--- src/rtl/rfsc_pkg.sv ---
`timescale 1ns / 1ps
// ----------------------------------------------------------------------------
// rfsc_pkg: shared types and constants for the RGB frame statistics check
// Controller states, arithmetic phases, command/status bundles and registers.
// ----------------------------------------------------------------------------
package rfsc_pkg;

  localparam int DEF_COUNT_BITS = 20;
  localparam int PIX_W          = 8;
  localparam int LIMIT_W        = 8;
  localparam int CFG_IDX_W      = 3;
  localparam int MEAN_W         = 16;
  localparam int VAR_W          = 32;
  localparam int ROOT_W         = 16;
  localparam int CHAN_W         = 2;

  localparam logic [CFG_IDX_W-1:0] REG_BLUE_LIMIT   = 3'd0;
  localparam logic [CFG_IDX_W-1:0] REG_GREEN_LOW    = 3'd1;
  localparam logic [CFG_IDX_W-1:0] REG_GREEN_HIGH   = 3'd2;
  localparam logic [CFG_IDX_W-1:0] REG_RED_FLOOR    = 3'd3;
  localparam logic [CFG_IDX_W-1:0] REG_SPREAD_LIMIT = 3'd4;

  localparam logic [LIMIT_W-1:0] RST_BLUE_LIMIT   = 8'd128;
  localparam logic [LIMIT_W-1:0] RST_GREEN_LOW    = 8'd3;
  localparam logic [LIMIT_W-1:0] RST_GREEN_HIGH   = 8'd128;
  localparam logic [LIMIT_W-1:0] RST_RED_FLOOR    = 8'd128;
  localparam logic [LIMIT_W-1:0] RST_SPREAD_LIMIT = 8'd40;

  localparam logic [CHAN_W-1:0] CHAN_BLUE  = 2'd0;
  localparam logic [CHAN_W-1:0] CHAN_GREEN = 2'd1;
  localparam logic [CHAN_W-1:0] CHAN_RED   = 2'd2;

  typedef enum logic [2:0] {
    ST_IDLE, ST_EVAL, ST_LOAD, ST_RUN, ST_CHECK, ST_DONE
  } state_t;

  typedef enum logic [2:0] {
    PH_MUL_M, PH_MUL_P, PH_MUL_Q, PH_DIV_MEAN, PH_DIV_VAR, PH_SQRT
  } phase_t;

  typedef struct packed {
    logic [LIMIT_W-1:0] blue_limit;
    logic [LIMIT_W-1:0] green_low;
    logic [LIMIT_W-1:0] green_high;
    logic [LIMIT_W-1:0] red_floor;
    logic [LIMIT_W-1:0] spread_limit;
  } limits_t;

  typedef struct packed {
    logic              accum;
    logic              start;
    logic              step;
    logic              save_m;
    logic              check;
    logic              init_ok;
    logic              emit;
    phase_t            phase;
    logic [CHAN_W-1:0] chan;
  } dp_cmd_t;

  typedef struct packed {
    logic frame_bad;
  } dp_status_t;

endpackage

--- src/rtl/rfsc_datapath.sv ---
`timescale 1ns / 1ps
// ----------------------------------------------------------------------------
// rfsc_datapath: accumulators and serial arithmetic
// Per-channel sums, shift-add multiplier, restoring divider, square root.
// ----------------------------------------------------------------------------
module rfsc_datapath #(
  parameter int COUNT_BITS = rfsc_pkg::DEF_COUNT_BITS
) (
  input  logic                          clk,
  input  logic                          rst,
  input  logic [rfsc_pkg::PIX_W-1:0]    blue_value,
  input  logic [rfsc_pkg::PIX_W-1:0]    green_value,
  input  logic [rfsc_pkg::PIX_W-1:0]    red_value,
  input  rfsc_pkg::dp_cmd_t             cmd,
  input  rfsc_pkg::limits_t             limits,
  output rfsc_pkg::dp_status_t          status,
  output logic                          frame_ok
);
  import rfsc_pkg::*;

  localparam int CNT_W  = COUNT_BITS + 1;
  localparam int SUM_W  = CNT_W + 8;
  localparam int SQ_W   = CNT_W + 16;
  localparam int PROD_W = SQ_W + CNT_W;
  localparam int M_W    = 2 * CNT_W;
  localparam int NUM_W  = PROD_W + 16;

  logic [CNT_W-1:0]  pixel_count;
  logic              count_overflow;
  logic [SUM_W-1:0]  channel_sum [3];
  logic [SQ_W-1:0]   channel_square_sum [3];

  logic [PROD_W-1:0] prod, mcand, p_reg;
  logic [SUM_W-1:0]  mplier;
  logic [M_W-1:0]    m_reg, den, rem;
  logic [NUM_W-1:0]  num;
  logic [MEAN_W-1:0] mean_reg;
  logic [VAR_W-1:0]  sv;
  logic [ROOT_W+1:0] sq_rem;
  logic [ROOT_W-1:0] root;
  logic              ok_reg;

  logic [SUM_W-1:0]  sum_sel;
  logic [SQ_W-1:0]   sq_sel;
  logic [PIX_W-1:0]  px [3];
  logic [M_W:0]      rem_sh;
  logic              div_ge;
  logic [ROOT_W+3:0] rs, trial;
  logic              sq_ge;
  logic [MEAN_W:0]   plus, red_rhs;
  logic              chan_ok;

  assign px[0] = blue_value;
  assign px[1] = green_value;
  assign px[2] = red_value;

  assign status.frame_bad = count_overflow || (pixel_count < CNT_W'(2));

  always_comb begin
    unique case (cmd.chan)
      CHAN_GREEN: begin
        sum_sel = channel_sum[1];
        sq_sel  = channel_square_sum[1];
      end
      CHAN_RED: begin
        sum_sel = channel_sum[2];
        sq_sel  = channel_square_sum[2];
      end
      default: begin
        sum_sel = channel_sum[0];
        sq_sel  = channel_square_sum[0];
      end
    endcase
  end

  // Restoring divide step and square-root step.
  assign rem_sh = {rem, num[NUM_W-1]};
  assign div_ge = rem_sh >= {1'b0, den};
  assign rs     = {sq_rem, sv[VAR_W-1 -: 2]};
  assign trial  = {2'b00, root, 2'b01};
  assign sq_ge  = rs >= trial;

  assign plus    = {1'b0, mean_reg} + {1'b0, root};
  assign red_rhs = {1'b0, root} + {1'b0, limits.red_floor, 8'h00};

  always_comb begin
    chan_ok = root < {limits.spread_limit, 8'h00};
    case (cmd.chan)
      CHAN_BLUE:  chan_ok = chan_ok && (plus < {1'b0, limits.blue_limit, 8'h00});
      CHAN_GREEN: chan_ok = chan_ok && (plus > {1'b0, limits.green_low, 8'h00})
                                    && (plus < {1'b0, limits.green_high, 8'h00});
      default:    chan_ok = chan_ok && ({1'b0, mean_reg} >= red_rhs);
    endcase
  end

  // Accumulators; clear on reset and when the result is emitted to the output register.
  always_ff @(posedge clk) begin
    if (rst || cmd.emit) begin
      pixel_count    <= '0;
      count_overflow <= 1'b0;
      for (int c = 0; c < 3; c++) begin
        channel_sum[c]        <= '0;
        channel_square_sum[c] <= '0;
      end
    end else if (cmd.accum) begin
      if (pixel_count[CNT_W-1]) begin
        count_overflow <= 1'b1;
      end else begin
        pixel_count <= pixel_count + CNT_W'(1);
        for (int c = 0; c < 3; c++) begin
          channel_sum[c]        <= channel_sum[c] + SUM_W'(px[c]);
          channel_square_sum[c] <= channel_square_sum[c] + SQ_W'(px[c] * px[c]);
        end
      end
    end
  end

  always_ff @(posedge clk) begin
    if (cmd.start) begin
      unique case (cmd.phase)
        PH_MUL_M: begin
          prod   <= '0;
          mcand  <= PROD_W'(pixel_count);
          mplier <= SUM_W'(pixel_count - CNT_W'(1));
        end
        PH_MUL_P: begin
          if (cmd.save_m) begin
            m_reg <= prod[M_W-1:0];
          end
          prod   <= '0;
          mcand  <= PROD_W'(sq_sel);
          mplier <= SUM_W'(pixel_count);
        end
        PH_MUL_Q: begin
          p_reg  <= prod;
          prod   <= '0;
          mcand  <= PROD_W'(sum_sel);
          mplier <= sum_sel;
        end
        PH_DIV_MEAN: begin
          num <= NUM_W'({sum_sel, 8'h00});
          den <= M_W'(pixel_count);
          rem <= '0;
        end
        PH_DIV_VAR: begin
          mean_reg <= num[MEAN_W-1:0];
          num      <= {p_reg - prod, 16'h0000};
          den      <= m_reg;
          rem      <= '0;
        end
        PH_SQRT: begin
          sv     <= num[VAR_W-1:0];
          sq_rem <= '0;
          root   <= '0;
        end
        default: ;
      endcase
    end else if (cmd.step) begin
      unique case (cmd.phase)
        PH_MUL_M, PH_MUL_P, PH_MUL_Q: begin
          if (mplier[0]) begin
            prod <= prod + mcand;
          end
          mcand  <= {mcand[PROD_W-2:0], 1'b0};
          mplier <= {1'b0, mplier[SUM_W-1:1]};
        end
        PH_DIV_MEAN, PH_DIV_VAR: begin
          rem <= div_ge ? M_W'(rem_sh - {1'b0, den}) : rem_sh[M_W-1:0];
          num <= {num[NUM_W-2:0], div_ge};
        end
        PH_SQRT: begin
          sq_rem <= sq_ge ? (ROOT_W+2)'(rs - trial) : rs[ROOT_W+1:0];
          root   <= {root[ROOT_W-2:0], sq_ge};
          sv     <= {sv[VAR_W-3:0], 2'b00};
        end
        default: ;
      endcase
    end
  end

  always_ff @(posedge clk) begin
    if (cmd.init_ok) begin
      ok_reg <= !status.frame_bad;
    end else if (cmd.check) begin
      ok_reg <= ok_reg && chan_ok;
    end
    if (cmd.emit) begin
      frame_ok <= ok_reg;
    end
  end

endmodule

--- src/rtl/rfsc_controller.sv ---
`timescale 1ns / 1ps
// ----------------------------------------------------------------------------
// rfsc_controller: sequencer for the frame statistics check
// Accepts pixels, then steps the datapath through each channel's math, or goes straight to the result for a bad frame.
// ----------------------------------------------------------------------------
module rfsc_controller #(
  parameter int COUNT_BITS = rfsc_pkg::DEF_COUNT_BITS
) (
  input  logic                 clk,
  input  logic                 rst,
  input  logic                 in_valid,
  output logic                 in_ready,
  input  logic                 frame_end,
  output logic                 out_valid,
  input  logic                 out_ready,
  input  rfsc_pkg::dp_status_t status,
  output rfsc_pkg::dp_cmd_t    cmd
);
  import rfsc_pkg::*;

  localparam int CNT_W  = COUNT_BITS + 1;
  localparam int SUM_W  = CNT_W + 8;
  localparam int PROD_W = 2 * CNT_W + 16;
  localparam int NUM_W  = PROD_W + 16;
  localparam int CTR_W  = $clog2(NUM_W);

  state_t            state, state_next;
  phase_t            phase, phase_next;
  logic [CHAN_W-1:0] chan, chan_next;
  logic [CTR_W-1:0]  counter, counter_next;
  logic              out_valid_next;
  logic [CTR_W-1:0]  load_steps;

  always_comb begin
    case (phase)
      PH_DIV_MEAN, PH_DIV_VAR: load_steps = CTR_W'(NUM_W - 1);
      PH_SQRT:                 load_steps = CTR_W'(ROOT_W - 1);
      default:                 load_steps = CTR_W'(SUM_W - 1);
    endcase
  end

  always_ff @(posedge clk) begin
    if (rst) begin
      state     <= ST_IDLE;
      phase     <= PH_MUL_M;
      chan      <= CHAN_BLUE;
      counter   <= '0;
      out_valid <= 1'b0;
    end else begin
      state     <= state_next;
      phase     <= phase_next;
      chan      <= chan_next;
      counter   <= counter_next;
      out_valid <= out_valid_next;
    end
  end

  always_comb begin
    state_next     = state;
    phase_next     = phase;
    chan_next      = chan;
    counter_next   = counter;
    out_valid_next = out_valid && !out_ready;
    in_ready       = 1'b0;
    cmd            = '0;
    cmd.phase      = phase;
    cmd.chan       = chan;
    unique case (state)
      ST_IDLE: begin
        in_ready = 1'b1;
        if (in_valid) begin
          cmd.accum = 1'b1;
          if (frame_end) begin
            state_next = ST_EVAL;
          end
        end
      end
      ST_EVAL: begin
        cmd.init_ok = 1'b1;
        phase_next  = PH_MUL_M;
        chan_next   = CHAN_BLUE;
        state_next  = status.frame_bad ? ST_DONE : ST_LOAD;
      end
      ST_LOAD: begin
        cmd.start    = 1'b1;
        cmd.save_m   = (phase == PH_MUL_P) && (chan == CHAN_BLUE);
        counter_next = load_steps;
        state_next   = ST_RUN;
      end
      ST_RUN: begin
        cmd.step = 1'b1;
        if (counter == '0) begin
          unique case (phase)
            PH_MUL_M:    phase_next = PH_MUL_P;
            PH_MUL_P:    phase_next = PH_MUL_Q;
            PH_MUL_Q:    phase_next = PH_DIV_MEAN;
            PH_DIV_MEAN: phase_next = PH_DIV_VAR;
            PH_DIV_VAR:  phase_next = PH_SQRT;
            default:     phase_next = PH_SQRT;
          endcase
          state_next = (phase == PH_SQRT) ? ST_CHECK : ST_LOAD;
        end else begin
          counter_next = counter - CTR_W'(1);
        end
      end
      ST_CHECK: begin
        cmd.check = 1'b1;
        if (chan == CHAN_RED) begin
          state_next = ST_DONE;
        end else begin
          chan_next  = chan + CHAN_W'(1);
          phase_next = PH_MUL_P;
          state_next = ST_LOAD;
        end
      end
      ST_DONE: begin
        if (!out_valid || out_ready) begin
          cmd.emit       = 1'b1;
          out_valid_next = 1'b1;
          state_next     = ST_IDLE;
        end
      end
      default: state_next = ST_IDLE;
    endcase
  end

endmodule

--- src/rtl/rgb_frame_statistics_check.sv ---
`timescale 1ns / 1ps
// ----------------------------------------------------------------------------
// rgb_frame_statistics_check: per-frame RGB mean/deviation pass check
// Config registers, controller and datapath of the frame statistics block.
// ----------------------------------------------------------------------------
// Usage:
//   Pixels arrive on the in_valid/in_ready channel, one transfer per cycle
//   while the block is collecting; frame_end marks the last pixel of a frame.
//   Each pixel updates the count and per-channel sum and sum of squares.
//   After the frame_end transfer the block stops taking pixels and computes,
//   channel by channel, mean and sample deviation with one shift-add
//   multiplier, one restoring divider and one square-root unit, one bit
//   (two for the root) per cycle. A frame with under two pixels or an
//   overflowed count skips straight to a fail result. One frame_ok
//   transfer goes out on out_valid/out_ready per frame; it is held in an
//   output register, so pixels of the next frame are taken while it waits.
//   A stalled result only holds the next frame-end result back.
//   Configuration writes land at once (cfg_ready is always high).
//   Reset clears the accumulators, drops any pending result and loads the
//   register defaults.
// ----------------------------------------------------------------------------
module rgb_frame_statistics_check #(
  parameter int COUNT_BITS = rfsc_pkg::DEF_COUNT_BITS
) (
  input  logic                              clk,
  input  logic                              rst,
  input  logic                              in_valid,
  output logic                              in_ready,
  input  logic [rfsc_pkg::PIX_W-1:0]        blue_value,
  input  logic [rfsc_pkg::PIX_W-1:0]        green_value,
  input  logic [rfsc_pkg::PIX_W-1:0]        red_value,
  input  logic                              frame_end,
  output logic                              out_valid,
  input  logic                              out_ready,
  output logic                              frame_ok,
  input  logic                              cfg_valid,
  output logic                              cfg_ready,
  input  logic [rfsc_pkg::CFG_IDX_W-1:0]    cfg_index,
  input  logic [rfsc_pkg::LIMIT_W-1:0]      cfg_data
);
  import rfsc_pkg::*;

  limits_t    limits;
  dp_cmd_t    cmd;
  dp_status_t status;

  // Register writes are taken at once and never stall the port.
  assign cfg_ready = 1'b1;

  always_ff @(posedge clk) begin
    if (rst) begin
      limits.blue_limit   <= RST_BLUE_LIMIT;
      limits.green_low    <= RST_GREEN_LOW;
      limits.green_high   <= RST_GREEN_HIGH;
      limits.red_floor    <= RST_RED_FLOOR;
      limits.spread_limit <= RST_SPREAD_LIMIT;
    end else if (cfg_valid) begin
      // Drop writes to unknown indexes.
      unique case (cfg_index)
        REG_BLUE_LIMIT:   limits.blue_limit   <= cfg_data;
        REG_GREEN_LOW:    limits.green_low    <= cfg_data;
        REG_GREEN_HIGH:   limits.green_high   <= cfg_data;
        REG_RED_FLOOR:    limits.red_floor    <= cfg_data;
        REG_SPREAD_LIMIT: limits.spread_limit <= cfg_data;
        default: ;
      endcase
    end
  end

  // Sequencer: handshakes and phase/channel stepping.
  rfsc_controller #(
    .COUNT_BITS (COUNT_BITS)
  ) u_controller (
    .clk       (clk),
    .rst       (rst),
    .in_valid  (in_valid),
    .in_ready  (in_ready),
    .frame_end (frame_end),
    .out_valid (out_valid),
    .out_ready (out_ready),
    .status    (status),
    .cmd       (cmd)
  );

  // Accumulators, serial arithmetic and the pass checks.
  rfsc_datapath #(
    .COUNT_BITS (COUNT_BITS)
  ) u_datapath (
    .clk         (clk),
    .rst         (rst),
    .blue_value  (blue_value),
    .green_value (green_value),
    .red_value   (red_value),
    .cmd         (cmd),
    .limits      (limits),
    .status      (status),
    .frame_ok    (frame_ok)
  );

endmodule

--- config.mk ---
export PLATFORM = sky130hd
export DESIGN_NAME = rgb_frame_statistics_check
export DESIGN_NICKNAME = d
export VERILOG_FILES = /design/src/rtl/rfsc_pkg.sv /design/src/rtl/rfsc_datapath.sv /design/src/rtl/rfsc_controller.sv /design/src/rtl/rgb_frame_statistics_check.sv
export SDC_FILE = /design/constraint.sdc
export NUM_CORES = 2
export LEC_CHECK = 0
export ABC_AREA = 0
export BUFFER_PORTS_ARGS = -buffer_cell sky130_fd_sc_hd__buf_2
export CORE_AREA = 2 2 366 368
export CTS_BUF_LIST = sky130_fd_sc_hd__clkbuf_16
export CTS_CLUSTER_DIAMETER = 60
export DETAILED_ROUTE_END_ITERATION = 8
export DIE_AREA = 0 0 368 370
export PLACE_DENSITY = 0.53
export SLEW_MARGIN = 10
export SYNTH_ARGS = -nofsm -noshare
export SYNTH_HDL_FRONTEND = slang
export SYNTH_SLANG_ARGS = --single-unit
--- constraint.sdc ---
create_clock -name clk -period 16.09 [get_ports clk]
set_input_delay 0.8045 -clock clk [delete_from_list [all_inputs] [get_ports clk]]
set_output_delay 0.8045 -clock clk [all_outputs]
set_load 0.01 [all_outputs]
* Word-level counts from Yosys, hierarchy flattened
Memories as Yosys holds them, arrays and structs flattened. Index checks and enable logic that the tools add are counted.
Storage, ports and cells: bits in registers 565, latch bits 0, bits in writable memories 198, memory bits (read-only) 0, word-level logic and storage cells 223, memories kept 2
Operators by class: add/subtract/negate cells 16, multiply operators 3, divide/modulo/power cells 0, order comparisons 8, equal/unequal tests 28, shifts and indexed selects 0, muxes and demuxes 83, bitwise gates (word level) 7, reductions and logical operators 49
Memories:
- u_datapath.channel_square_sum | words 3, width 37, rd ports 3, clocked after Yosys merged registers in 0, wr ports 3, line rfsc_datapath.sv:31 | logic [SQ_W-1:0] channel_square_sum [3];
- u_datapath.channel_sum | words 3, width 29, rd ports 3, clocked after Yosys merged registers in 0, wr ports 3, line rfsc_datapath.sv:30 | logic [SUM_W-1:0] channel_sum [3];
Operator list (number):
- 2-to-1 mux 58 bit | 8
- 2-to-1 mux 74 bit | 3
- 2-to-1 mux 42 bit | 5
- 2-to-1 mux 29 bit | 6
- one-hot mux 58 bit (3 select lines) | 1
- one-hot mux 74 bit (2 select lines) | 1
- 2-to-1 mux 32 bit | 4
- adder 37 x 16 -> 37 bit | 3
- 2-to-1 mux 37 bit | 3
- 2-to-1 mux 18 bit | 5
- adder 29 x 8 -> 29 bit | 3
- one-hot mux 29 bit (3 select lines) | 1
- one-hot mux 42 bit (2 select lines) | 1
- one-hot mux 37 bit (2 select lines) | 1
- 2-to-1 mux 16 bit | 4
- adder 58 bit | 1
- one-hot mux 29 bit (2 select lines) | 1
- subtractor 58 bit | 1
- multiplier 8 x 8 -> 16 bit | 3
- >= comparator 43 x 42 -> 1 bit | 1
- subtractor 42 bit | 1
- adder 16 x 16 -> 17 bit | 2
- less-than comparator 17 x 16 -> 1 bit | 2
- one-hot mux 7 bit (2 select lines) | 2
- 44 further kinds | 131

* Logic depth before layout (Yosys ltp)
depth in word-level cells 8, depth in mapped cells 22

* Cells and area by module
Synthesis repeated with hierarchy kept, for this count alone.
Unflattened totals: cell total of the unflattened synthesis 5459, area total of the unflattened synthesis 52680.5 sq um
Modules (own cells, without submodules):
- rfsc_datapath | instances 1, cells an instance 5173, area an instance 49915.4 sq um, sequential area each 21010.2 sq um
- rgb_frame_statistics_check | instances 1, cells an instance 153, area an instance 1650.3 sq um, sequential area each 800.8 sq um
- rfsc_controller | instances 1, cells an instance 133, area an instance 1114.8 sq um, sequential area each 320.3 sq um

* Worst setup path after synthesis
No wires, ideal clock.
path type reg2reg, start reg u_controller.state[2], end reg u_datapath.prod[0] (enable), arrival 11.843 ns, required time 15.528 ns, path slack 3.684 ns, cell stages (with the launch flop) 6, clock period less this slack 12.406 ns, cells stage by stage dfxtp_1 > clkbuf_1 > clkbuf_1 > nand2b_1 > a211oi_1 > a21boi_0
Between the ends: longest elaborated chain between the ends 4
Ends and longest elaborated chain:
- start: declaration | line rfsc_controller.sv:27 | state_t state, state_next;
- start signal: assignment | line rfsc_controller.sv:50 | state <= state_next;
- == test 3 x 2 -> 1 bit | line rfsc_controller.sv:68 | unique case (state)
- 2-to-1 mux 1 bit | line rfsc_controller.sv:68
- inequality test 2 bit (no source line) or nonzero test 2 bit (tied branches)
- AND reduction 4 bit (no source line) *
- end signal: assignment | line rfsc_datapath.sv:162 | prod <= prod + mcand;
- end: declaration | line rfsc_datapath.sv:33 | logic [PROD_W-1:0] prod, mcand, p_reg;
Every way passes the cells marked *; elsewhere a longest branch is shown, timed or not. A chain may end at the register's enable or synchronous reset.

* Final worst setup path
start reg u_datapath.root[1], end reg u_datapath.ok_reg, data pin
Between the ends: longest elaborated chain between the ends 8
Ends and longest elaborated chain:
- start: declaration | line rfsc_datapath.sv:40 | logic [ROOT_W-1:0] root;
- start signal: assignment | line rfsc_datapath.sv:173 | root <= {root[ROOT_W-2:0], sq_ge};
- adder 16 x 16 -> 17 bit | line rfsc_datapath.sv:83 | assign plus = {1'b0, mean_reg} + {1'b0, root};
- greater-than comparator 17 x 16 -> 1 bit | line rfsc_datapath.sv:90 | CHAN_GREEN: chan_ok = chan_ok && (plus > {1'b0, limits.green_low, 8'h00})
- logical AND 1 bit | line rfsc_datapath.sv:90
- logical AND 1 bit | line rfsc_datapath.sv:91 | && (plus < {1'b0, limits.green_high, 8'h00});
- one-hot mux 1 bit (2 select lines) * | line rfsc_datapath.sv:88 | case (cmd.chan)
- logical AND 1 bit * | line rfsc_datapath.sv:185 | ok_reg <= ok_reg && chan_ok;
- 2-to-1 mux 1 bit * | line rfsc_datapath.sv:184 | end else if (cmd.check) begin
- 2-to-1 mux 1 bit * | line rfsc_datapath.sv:182 | if (cmd.init_ok) begin
- end signal: assignment | line rfsc_datapath.sv:183 | ok_reg <= !status.frame_bad;
- end signal: assignment | line rfsc_datapath.sv:185
- end: declaration | line rfsc_datapath.sv:41 | logic ok_reg;
Every way passes the cells marked *; elsewhere a longest branch is shown, timed or not. The select of a mux whose other input is x is not followed.

==> metrics list <==
- Run status: finished, final reports clean
- Most area-hungry cell type in the Yosys netlist: sky130_fd_sc_hd__edfxtp_1
- Tracing the worst setup path back leads to its startpoint at u_datapath.root[1].
- Final worst-path cycle share: 0.356
- Initial antenna violation count: 3
- The number of clock buffers added by TritonCTS is 106.
- Fmax: 0.174 GHz
- Worst Hold Margin: ~0.37 ns
* Syn Nets: 6156
- After synthesis, the cell types taking the most area are sky130_fd_sc_hd__edfxtp_1, sky130_fd_sc_hd__ha_1, sky130_fd_sc_hd__fa_1, sky130_fd_sc_hd__nor2_1, sky130_fd_sc_hd__nand2_1.
- Data required time of the worst path: roughly 17 ns
- The detail route stage leaves a number of antenna-violating nets equal to 0.
* Share of power burned in registers: 0.368
- Hold crit path type: input pin to flop
* Critical Path Source Type: flop
- Cell internal pwr: 4.33 mW
* Root buffer selected by CTS: sky130_fd_sc_hd__clkbuf_16
* Aggregate routed wire length: 145000 µm
* Pre-CTS worst setup slack: a little under 10 ns
- The final-report max-slew violation count came to 0.
- Delay of the slowest critical-path stage: ~0.66 ns
- Die boundary width: 368 µm
- Die Y: around 370 µm
- Last weighted congestion value of the routability-driven placer: 0.872
- For this run, the register share of the synthesized area comes to 0.420.
* Source of the worst hold timing path: cfg_data[2]
* DR iter-0 viols: roughly 3000
- The signal on the critical path passes through inv_1 > ha_1 > nor2b_1 > o21bai_1 > a21oi_1 > o21ai_0 > a2111oi_0 > nor3_1 > nor3_1 > a211o_1 > a21oi_1 > xnor2_1 > ha_1 > and2_0 > nand3b_1 > a221oi_1 > o211a_1 > o221ai_1 > o311ai_0 > o32ai_1 > a311o_1.
- For this run, asynchronously set or reset flops after synthesis account for 0.
* Total power density per cell area: 111 nW/µm²
- The number of cells on the worst reg-to-reg path is 21.
* Logic pwr share: 0.265
* Flip-flop cell with the highest count after synthesis: sky130_fd_sc_hd__edfxtp_1
- # DRC: 0
* Global-route wire length before repair: 227000 µm
* Via-to-Cell Ratio: 5.43
- The endpoint identified for the worst register-to-register timing path is u_datapath.ok_reg.
- Fraction of final layout cells sized beyond drive strength 1: 0.0581
- After technology mapping, the gate count stands at 5592.
- In this run, placement finished with an instance count of 7200.
* Terminating pin of the worst hold path: limits[18]
* Leakage power: 23.3 nW
- Total Power Consumption: 6.47 mW
- The core region is 132000 µm².
* Synthesis-to-finish area growth: 10.4%
- The finished cells cover 58200 µm².
- Max reg flops: 111
- In this run the register-to-register setup slack is 10.36 ns.
* Register clock-pin slew on the reported worst setup and hold paths: 0.06 ns
* CP max-delay cell: sky130_fd_sc_hd__o311ai_0
* Worst-path maximum fanout: 3
- Number of synthesized register bits: 763
- Distinct cell type count after synthesis: 82
- Total of cells resized after clock tree synthesis: 0
* Setup repair after global routing missed its margin: no
* Initial core utilization: 0.398
* Minimum clock period after layout: 5.73 ns
- Slew at the pin with the worst max-slew slack: 1.28 ns
* Pin count of the biggest net entering global routing: just under 90
- # nets final: roughly 6100
- Final HPWL from detailed placement: 106000 µm
- Beginning of the worst register-to-register path: u_datapath.root[1]
- Switching portion of total power: 0.331
* CTS Buffer Depth: 3
* H-Tree Depth: 3
- For this run, the number of Yosys warnings is 0.
* Post-Syn Area per Cell: about 9.4 µm²
* Number of top-level pins: 45
- Overall via count from detail_route: roughly 40000
- For this run, the detailed router's first-pass iteration total came to 7.
- After detailed placement, the total cell area comes to 54600 µm².
- Endpoint arrival time on the critical path: about 6.2 ns
- Final Hold Viols: 0
- The share of synthesized area in the top cell type comes to 0.390.
- The largest registers in the layout are u_datapath.channel_square_sum: 111 flops, u_datapath.channel_sum: 87 flops, u_datapath.num: 74 flops.
- The die covers 136000 µm².
- The total overflow left after global routing is 0.
- Input and output buffers added on the ports amount to 43.
- Of the total power, the clock network draws 0.368.
- Post-DR wirelength/cell: around 20 µm
* Hold buffer count at cts: 0
- Headroom to the max-slew limit came out at 0.136.
- Yosys mapped a number of flops with a built-in enable equal to 685.
- Worst setup EP type: flop
- Final sum of negative setup slack: 0 ns
* Net switching power figure: between 2 and 2.5 mW
* Post-route insts no fill: 7401
- GR Util All Layers: 0.211
- For the worst-skew pair, the clock arrives at the later sink with an insertion delay of between 0.7 and 0.8 ns.
- Clock tree from TritonCTS: yes
- Total number of clock tree sinks: approximately 760
* Num rows: 134
- The mapped netlist covers between 50000 and 60000 µm².
- Maximum resistive drop on vdd: 109 µV
* Synth cell count leaders: sky130_fd_sc_hd__edfxtp_1, sky130_fd_sc_hd__nor2_1, sky130_fd_sc_hd__nand2_1, sky130_fd_sc_hd__inv_1, sky130_fd_sc_hd__a21oi_1
* Max-Cap Viols: 0
- WS Path Type: flop to flop
- At the end of the flow the core is filled with cells to 0.439.
- The number of global-route vias before repair was 39100.
- Final Setup Violations: 0
- Once routing completed, OpenROAD measured the worst setup slack at 10.36 ns.
- Number of setup buffers added after CTS: 0
- Top reg by flops: u_datapath.channel_square_sum
* Worst Skew: 0.0718 ns
- sky130_fd_sc_hd__edfxtp_1 is the most common cell in the netlist.
- Number of cells on the worst hold path: 3
[worst max path at each step]
stage                                                 to  slack [ns]
floorplan                             u_datapath.prod[0]        3.68
global placement    u_datapath.channel_square_sum[0][34]        9.65
detailed placement  u_datapath.channel_square_sum[0][30]        9.65
CTS                                    u_datapath.ok_reg       10.34
global route        u_datapath.channel_square_sum[0][30]        9.95
finish                                 u_datapath.ok_reg       10.36
[cell usage in the layout, fill, tap and decap left out, types with 62 or more instances in the layout]
| cell | n |
|---|---|
| sky130_fd_sc_hd__edfxtp_1 | 685 |
| sky130_fd_sc_hd__o21ai_0 | 301 |
| sky130_fd_sc_hd__nand3_1 | 87 |
| sky130_fd_sc_hd__and2_1 | 140 |
| sky130_fd_sc_hd__clkbuf_16 | 107 |
| sky130_fd_sc_hd__xor2_1 | 121 |
| sky130_fd_sc_hd__nor3_1 | 89 |
| sky130_fd_sc_hd__nor2_1 | 607 |
| sky130_fd_sc_hd__fa_1 | 119 |
| sky130_fd_sc_hd__a21oi_1 | 417 |
| sky130_fd_sc_hd__a22oi_1 | 69 |
| sky130_fd_sc_hd__xnor2_1 | 199 |
| sky130_fd_sc_hd__ha_1 | 401 |
| sky130_fd_sc_hd__nor2b_1 | 62 |
| sky130_fd_sc_hd__inv_1 | 509 |
| sky130_fd_sc_hd__nand2_1 | 571 |
| sky130_fd_sc_hd__dfxtp_1 | 78 |
| sky130_fd_sc_hd__a21o_1 | 112 |
[cell families after synthesis]
group | share of synthesized area
other | 0.0000712
flip-flops | 0.420
XOR/XNOR | 0.0532
multiplexers | 0.00879
adder cells (fa/ha/maj) | 0.141
buffers and inverters | 0.0535
AND/OR/NAND/NOR | 0.168
AO/OA/AOI/OAI | 0.155
[layout make-up]
type	count	area (µm²)
fill	12900	74300
multi-input combinational	4089	27900
sequential	763	22100
clock buffer	107	2680
tap	1768	2210
inverter	500	1880
clock inverter	92	907
timing repair buffer	80	493
antenna	2	5.00
[critical path: cells and delay by family (launching register included)]
family                   cells  cell delay, ns
AND/OR/NAND/NOR              5            1.04
XOR/XNOR                     1            0.32
buffers and inverters        1            0.18
AO/OA/AOI/OAI               12            2.98
flip-flops                   1            0.47
adder cells (fa/ha/maj)      2            0.50
[power groups by stage]
stage / Sequential [mW] / Clock, mW / Combinational [mW]
floorplan: 2.37 / 0 / 1.31
global placement: 2.42 / 0 / 1.68
detailed placement: 2.42 / 0 / 1.71
finish: 2.38 / 2.38 / 1.71
CTS: 2.38 / 2.44 / 1.72
global route: 2.39 / 2.52 / 1.96
[layer usage]
metal  part of all wire  global-route usage  wire [µm]
met1               0.47               0.295      68800
met4              0.026              0.0574       3850
met5                  0                   0          0
met3              0.044              0.0296       6430
met2               0.46               0.341      66300
(Power assumes the default switching activity.)
